==> src/rtl/core/b2da_pkg.sv <==
package b2da_pkg;

  // Width of the value port and of the part of it that is converted
  localparam int IN_WIDTH    = 32;
  localparam int VALUE_WIDTH = 32;
  localparam int EFF_WIDTH   = (VALUE_WIDTH < IN_WIDTH) ? VALUE_WIDTH : IN_WIDTH;

  // Decimal digits needed for the largest converted value
  localparam int NUM_DIGITS = (EFF_WIDTH * 30103) / 100000 + 1;
  localparam int DIGIT_W    = 4;
  localparam int BCD_WIDTH  = NUM_DIGITS * DIGIT_W;

  // One counter serves both the bit loop and the digit scan
  localparam int CNT_MAX = (EFF_WIDTH > NUM_DIGITS) ? EFF_WIDTH : NUM_DIGITS;
  localparam int CNT_W   = $clog2(CNT_MAX + 1);

  localparam int CHAR_W = 6;
  localparam logic [CHAR_W-1:0] ASCII_ZERO = CHAR_W'(48);

  localparam logic [IN_WIDTH-1:0] VALUE_MASK = {IN_WIDTH{1'b1}} >> (IN_WIDTH - EFF_WIDTH);

  typedef enum logic [1:0] {
    ST_IDLE,
    ST_CONV,
    ST_EMIT
  } state_t;

  // Commands from the sequencer to the shift unit
  typedef struct packed {
    logic load;
    logic dabble;
    logic digit_shift;
  } unit_ctl_t;

endpackage

==> src/rtl/core/binary_to_decimal_ascii.sv <==
// Converts an unsigned value to decimal ASCII text, most significant digit
// first, with leading zeros dropped; zero gives the single character '0'.
// A request is taken when start is high and busy is low. Each character
// appears for one cycle with digit_strobe high, and last_digit marks the
// final one; the receiver cannot stall, so it must take every strobe.
// Each request is loaded in the cycle that takes it, then runs one cycle
// per input bit through the shared shift-add-3 unit, then one cycle per
// decimal digit position while leading zeros are skipped and the remaining
// digits are sent. busy falls after the last.
module binary_to_decimal_ascii
  import b2da_pkg::*;
(
  input  logic                clk,
  input  logic                rst,
  input  logic                start,
  input  logic [IN_WIDTH-1:0] number_value,
  output logic                busy,
  output logic                digit_strobe,
  output logic [CHAR_W-1:0]   digit_char,
  output logic                last_digit
);

  state_t             state, state_next;
  logic [CNT_W-1:0]   cnt, cnt_next;
  logic               started, started_next;
  unit_ctl_t          ctl;
  logic [DIGIT_W-1:0] top_digit;

  b2da_dabble u_dabble (
    .clk        (clk),
    .ctl        (ctl),
    .load_value (number_value),
    .top_digit  (top_digit)
  );

  // Hold sequencer state
  always_ff @(posedge clk) begin
    if (rst) begin
      state   <= ST_IDLE;
      cnt     <= '0;
      started <= 1'b0;
    end else begin
      state   <= state_next;
      cnt     <= cnt_next;
      started <= started_next;
    end
  end

  // Sequence load, bit loop and digit scan
  always_comb begin
    state_next   = state;
    cnt_next     = cnt;
    started_next = started;
    ctl          = '0;
    digit_strobe = 1'b0;
    last_digit   = 1'b0;
    case (state)
      ST_IDLE: begin
        if (start) begin
          ctl.load     = 1'b1;
          cnt_next     = CNT_W'(EFF_WIDTH);
          started_next = 1'b0;
          state_next   = ST_CONV;
        end
      end
      ST_CONV: begin
        ctl.dabble = 1'b1;
        cnt_next   = cnt - CNT_W'(1);
        if (cnt == CNT_W'(1)) begin
          cnt_next   = CNT_W'(NUM_DIGITS);
          state_next = ST_EMIT;
        end
      end
      ST_EMIT: begin
        ctl.digit_shift = 1'b1;
        cnt_next        = cnt - CNT_W'(1);
        // Drop leading zeros, but always send the units digit
        if (started || top_digit != '0 || cnt == CNT_W'(1)) begin
          digit_strobe = 1'b1;
          started_next = 1'b1;
        end
        if (cnt == CNT_W'(1)) begin
          last_digit = 1'b1;
          state_next = ST_IDLE;
        end
      end
      default: begin
        state_next = ST_IDLE;
      end
    endcase
  end

  assign busy       = (state != ST_IDLE);
  assign digit_char = ASCII_ZERO + CHAR_W'(top_digit);

endmodule

==> src/rtl/core/b2da_dabble.sv <==
module b2da_dabble
  import b2da_pkg::*;
(
  input  logic                 clk,
  input  unit_ctl_t            ctl,
  input  logic [IN_WIDTH-1:0]  load_value,
  output logic [DIGIT_W-1:0]   top_digit
);

  logic [EFF_WIDTH-1:0] bin;
  logic [BCD_WIDTH-1:0] bcd;
  logic [BCD_WIDTH-1:0] bcd_adj;

  // Add three to every digit of five or more before the shift
  always_comb begin
    for (int i = 0; i < NUM_DIGITS; i++) begin
      if (bcd[i*DIGIT_W +: DIGIT_W] >= DIGIT_W'(5)) begin
        bcd_adj[i*DIGIT_W +: DIGIT_W] = bcd[i*DIGIT_W +: DIGIT_W] + DIGIT_W'(3);
      end else begin
        bcd_adj[i*DIGIT_W +: DIGIT_W] = bcd[i*DIGIT_W +: DIGIT_W];
      end
    end
  end

  // Load, shift one binary bit in, or advance one digit toward the top
  always_ff @(posedge clk) begin
    if (ctl.load) begin
      bin <= EFF_WIDTH'(load_value & VALUE_MASK);
      bcd <= '0;
    end else if (ctl.dabble) begin
      {bcd, bin} <= {bcd_adj[BCD_WIDTH-2:0], bin, 1'b0};
    end else if (ctl.digit_shift) begin
      bcd <= {bcd[BCD_WIDTH-DIGIT_W-1:0], {DIGIT_W{1'b0}}};
    end
  end

  assign top_digit = bcd[BCD_WIDTH-1 -: DIGIT_W];

endmodule

==> config.mk <==
export PLATFORM = sky130hd
export DESIGN_NAME = binary_to_decimal_ascii
export DESIGN_NICKNAME = d
export VERILOG_FILES = /design/src/rtl/core/b2da_pkg.sv /design/src/rtl/core/binary_to_decimal_ascii.sv /design/src/rtl/core/b2da_dabble.sv
export SDC_FILE = /design/constraint.sdc
export NUM_CORES = 1
export LEC_CHECK = 0
export ABC_AREA = 1
export BUFFER_PORTS_ARGS = -buffer_cell sky130_fd_sc_hd__buf_2
export CORE_UTILIZATION = 55
export DETAILED_ROUTE_END_ITERATION = 7
export GPL_TIMING_DRIVEN = 0
export PLACE_DENSITY = 0.77
export SETUP_SLACK_MARGIN = 0.4
export SLEW_MARGIN = 20
export SYNTH_ARGS = -nofsm -noshare
export SYNTH_HDL_FRONTEND = slang
export SYNTH_SLANG_ARGS = --single-unit
export TNS_END_PERCENT = 30
==> constraint.sdc <==
create_clock -name clk -period 5.1 [get_ports clk]
set_clock_uncertainty 0.2 [all_clocks]
set_input_delay 0 -clock clk [delete_from_list [all_inputs] [get_ports clk]]
set_output_delay 0 -clock clk [all_outputs]
set_load 0.02 [all_outputs]
[After elaboration in Yosys (flattened, before gate mapping)]
Cells that the tools add are included.
Storage, ports and cells
  flip-flop bits (word level): 81
  bits of input ports: 35
  output and inout bits: 9
  word-level logic and storage cells: 78
Cells by class
  add/subtract/negate cells: 12
  magnitude comparators: 10
  equality and inequality tests: 7
  mux-type cells: 32
  reductions and logical operators: 12
Operators with widths (count)
  2-to-1 mux 40 bit: 2
  2-to-1 mux 32 bit: 2
  greater-or-equal comparator 4 x 3 -> 1 bit, second input constant: 10
  adder 4 x 2 -> 4 bit, second input constant: 9
  2-to-1 mux 4 bit: 9
  one-hot mux 6 bit (3 select lines): 1
  2-to-1 mux 6 bit: 2
  2-to-1 mux 1 bit: 10
  != test 2 bit, second input constant: 4
  nonzero test 2 bit: 4
  adder 5 x 5 -> 6 bit, first input constant: 1
  == test 6 x 1 -> 1 bit, second input constant: 1
  2-to-1 mux 2 bit: 3
  one-hot mux 2 bit (3 select lines): 1
  AND reduction 3 bit: 2
  subtractor 6 x 1 -> 6 bit, second input constant: 1
  nonzero test 4 bit: 1
  adder 3 x 2 -> 3 bit, second input constant: 1
  2-to-1 mux 3 bit: 1
  nonzero test 3 bit: 1
  == test 2 x 1 -> 1 bit, second input constant: 1
  == test 2 bit, second input constant: 1
  zero test 2 bit: 1
  logical OR 1 bit: 2
  2 further kinds: 2

[Depth between registers and ports, before layout]
  word-level depth: 5
  gate-level depth with buffers: 9
  depth with buffers taken out: 9

[Modules after synthesis]
A second synthesis with hierarchy kept.
Second synthesis, totals
  cell total of the unflattened synthesis: 664
  area total of the unflattened synthesis: 4740.8 um^2
By module, submodules not included
  b2da_dabble: instances 1, cells each 562, area each 4082.7 um^2, sequential area each 1761.7 um^2
  binary_to_decimal_ascii: instances 1, cells each 102, area each 658.1 um^2, sequential area each 180.2 um^2

[Worst setup path before layout]
No wires, ideal clock.
  kind: register to register
  start point: reg state[0]
  end point: reg u_dabble.bin[0], enable pin
  setup time: 0.478 ns
  data arrival time: 1.748 ns
  data required time: 4.422 ns
  path slack: 2.675 ns
  cell stages (with the launch flop): 7
  path buffers: 2
  period minus slack after synthesis: 2.425 ns
  path through: dfxtp_1 > inv_1 > ha_1 > nand2_2 > buf_6 > clkbuf_1 > nand2_1
Between the ends
  cells in the longest elaborated chain, start to end: 3
  elaborated cells between the ends (all ways): 5
  those cells by class: 1 x eq/ne; 2 x mux; 2 x reduce/logical
Ends and longest elaborated chain
  from (decl): RTL line binary_to_decimal_ascii.sv:23  | state_t state, state_next;
  from (signal assigned): RTL line binary_to_decimal_ascii.sv:43  | state <= state_next;
  == test 2 x 1 -> 1 bit / zero test 2 bit (equally long branches): RTL line binary_to_decimal_ascii.sv:57  | case (state)
  2-to-1 mux 1 bit: RTL line binary_to_decimal_ascii.sv:57
  nonzero test 2 bit (no source line) *
  to (signal assigned): RTL line b2da_dabble.sv:28  | bin <= EFF_WIDTH'(load_value & VALUE_MASK);
  to (signal assigned): RTL line b2da_dabble.sv:31  | {bcd, bin} <= {bcd_adj[BCD_WIDTH-2:0], bin, 1'b0};
  to (decl): RTL line b2da_dabble.sv:10  | logic [EFF_WIDTH-1:0] bin;
Every way passes the cells marked *; elsewhere a longest branch is shown, timed or not.
A chain may end at the register's enable or synchronous reset.

[Worst setup path after layout]
  start point: reg state[0]
  end point: reg u_dabble.bin[3], enable pin
The elaborated chain is that of the path after synthesis.

==> out/qor.csv <==
metric,value,unit
floorplan.die_area,8880,µm²
worstSetupPathType,flop to flop,
cts_setup_buffers,0,
r2r_cells,6,
max-slew-margin-rel,51.7,%
htree_levels,3,
cts.sinks,81,
min_period,2.54,ns
place.gp.congestion,0.894,
ctsResizeCount,0,
drv_cap,0,
yosysMostFrequentCell,nand2_1,
worstReg2RegEnd,u_dabble.bin[3],
yosysTopAreaCellShare,21.0,%
holdCritPathClass,primary input to flop,
ff2ff_setup_slack,2.56,ns
hold_path_depth,4,
synth-edff-count,32,
status,finished clean,
grt_pass1_wl,19100,µm
drt_first_pass_iters,5,
hold_violations,0,
critPathLaunchType,flop,
clk_pin_slew_worst_paths,0.10,ns
fmax,393,MHz
nFillCells,660,
instances_no_fill,841,
min_to,u_dabble.bin[16],
critPathTopFamily,simple AND/OR/NAND/NOR gates,
areaGrowthSynthToFinish,19.3,%
worstPathMaxFanout,32,
setup_viol,0,
arrival,2.29,ns
place_inst,791,
nets,793,
power_density,598,nW/µm²
cts_made_buffers,9,
start_util,57.0,%
wl_per_cell,13.9,µm
ys_seq_area_share,41.5,%
slowest_delay,0.54,ns
r2r_start,state[0],
cp.required,4.85,ns
detail_route.wirelength.met1,5090,µm
vias,4564,
grt_usage,27.7,%
async_reset_ff_share,0,%
synth-main-ff-cell,dfxtp_1,
cp_cell_sequence,inv_1 -> ha_1 -> nand2_2 -> buf_6 -> clkbuf_1 -> nand2_2,
syn_inst,644,
overflow,0,
ir_worst_vdd,0.378,mV
grt_setup_unrepaired,false,
synth_largest_area_cell,dfxtp_1,
hpwl,7570,µm
critPathCaptureType,flop,
drc,0,
clock_path_buffers,2,
top_layer_used,met4,
met2WireLength,5750,µm
synth-seq-cells,81,
synth.avg_cell_area,7.27,µm²
drtIter0Drc,207,
netlist_top_cells_count,"203 x nand2_1, 82 x a21oi_1, 68 x inv_1, 49 x dfxtp_1, 46 x o21ai_0",
startpoint,state[0],
worstSkewPairLatency,0.37,ns
viasPerCell,5.43,
worstMarginPinSlew,0.722,ns
netlist-cell-type-count,21,
port_buffers,41,
min-delay-start,number_value[16],
drt-total-wl,11700,µm
grt_max_degree,33,
synth.area.top_cells,"dfxtp_1 21%, edfxtp_1 21%, nand2_1 16%",
p_leak,2.51,nW
slew_violations,0,
netlist_area,4680,µm²
grt_antenna_before_repair,0,
std_cell_rows,33,
cp_slowest_cell,nand2_2,
fin_crit_sh,49.9,%
num_io_pins,44,
die_x,94.3,µm
crit_top_cell,nand2_2,
core,8220,µm²
ant_nets,0,
root_buffer,clkbuf_8,
grt_pass1_vias,4248,
cts_tree,built,
final_layout_size_suffix_gt1_share,11.0,%
worstPathBufferInverterCount,3,
wl_met3,519,µm
synth_warnings,0,
tns,0,ns
die_h,94.3,µm
antenna_cells,0,
==> cell type report <==
| type | count | area, µm² | share of cell area, % |
|---|---|---|---|
| multi-input cells | 461 | 2310 | 41.4 |
| clock inverters | 7 | 95.1 | 1.70 |
| repair buffers | 75 | 546 | 9.77 |
| flip-flops and latches | 81 | 1940 | 34.8 |
| well taps | 105 | 131 | 2.35 |
| inverters | 70 | 263 | 4.71 |
| plain buffers | 33 | 173 | 3.09 |
| clock buffers | 9 | 124 | 2.22 |
==> layout by cell type (no fill, tap or decap), types with 11 or more instances in the layout <==
| cell | netlist | layout |
|---|---|---|
| nand2_1 | 203 | 202 |
| a21oi_1 | 82 | 82 |
| inv_1 | 68 | 68 |
| buf_2 | 12 | 53 |
| dfxtp_1 | 49 | 49 |
| o21ai_0 | 46 | 46 |
| nand3_1 | 44 | 44 |
| dlygate4sd3_1 | 0 | 34 |
| edfxtp_1 | 32 | 32 |
| ha_1 | 27 | 27 |
| nor2_1 | 25 | 25 |
| clkbuf_1 | 13 | 13 |
| nand4_1 | 11 | 11 |
==> state kept, by name, summed over array words and instances (netlist names) <==
register	flops
cnt	6
u_dabble.bin	32
started	1
u_dabble.bcd	40
state	2
==> timing repair <==
action	in CTS	in global routing
hold endpoints to repair	43	0
setup endpoints to repair	0	0
hold buffers	34	0
==> kinds of logic (layout without fill, tap and decap cells) <==
kind of cell    count (synthesis)  after routing  synth area share [%]
simple gates                  285            285                  24.8
fa+ha+maj                      27             27                  7.22
other cells                     1              2                0.0801
xor+xnor                        9              9                  1.68
flops                          81             81                  41.5
compound gates                138            138                  15.5
buf+inv                       103            194                  9.30
==> worst register-to-register path: stages, from the launching register on <==
cell and delay, ns:
dfxtp_1 0.37, inv_1 0.09, ha_1 0.29, nand2_2 0.10, buf_6 0.16, clkbuf_1 0.38
nand2_2 0.54
==> report_power, final <==
| group | total, mW | internal, mW | switching [mW] | leakage, nW |
|---|---|---|---|---|
| Sequential | 1.20 | 1.02 | 0.179 | 0.722 |
| Combinational | 1.61 | 0.547 | 1.06 | 1.68 |
| Clock | 0.534 | 0.275 | 0.259 | 0.0991 |
| Total | 3.34 | 1.84 | 1.50 | 2.51 |
==> metrics by stage <==
stage | total power, mW | hold slack (ns) | util, % | instance area [µm²] | worst slack (ns)
final | 3.34 | 0.219 | 67.9 | 5580 | 2.56
after global routing | 3.62 | 0.237 | 67.9 | 5580 | 2.43
after CTS | 3.30 | 0.183 | 67.9 | 5580 | 2.53
after detailed placement | 2.76 | 0.0444 | 61.1 | 5020 | 2.55
after global placement | 2.69 | 0.0244 | 61.1 | 5020 | 2.16
after floorplan | 2.35 | -0.131 | - | 4680 | 2.67
==> per-layer routing <==
metal  global-route usage [%]  vias to the layer above
met5                        0                        -
met4                     14.1                        0
met3                     4.85                       35
met2                     48.2                      143
met1                     32.5                     2111
li1                         -                     2275
==> worst max-delay path by stage <==
stage	to	slack [ns]	cells past startpoint
global route	u_dabble.bin[7]	2.43	6
finish	u_dabble.bin[3]	2.56	6
floorplan	u_dabble.bin[0]	2.67	6
global placement	u_dabble.bin[6]	2.16	6
detailed placement	u_dabble.bin[6]	2.55	6
CTS	u_dabble.bin[3]	2.53	6
Power figures use the tool's default switching activity.
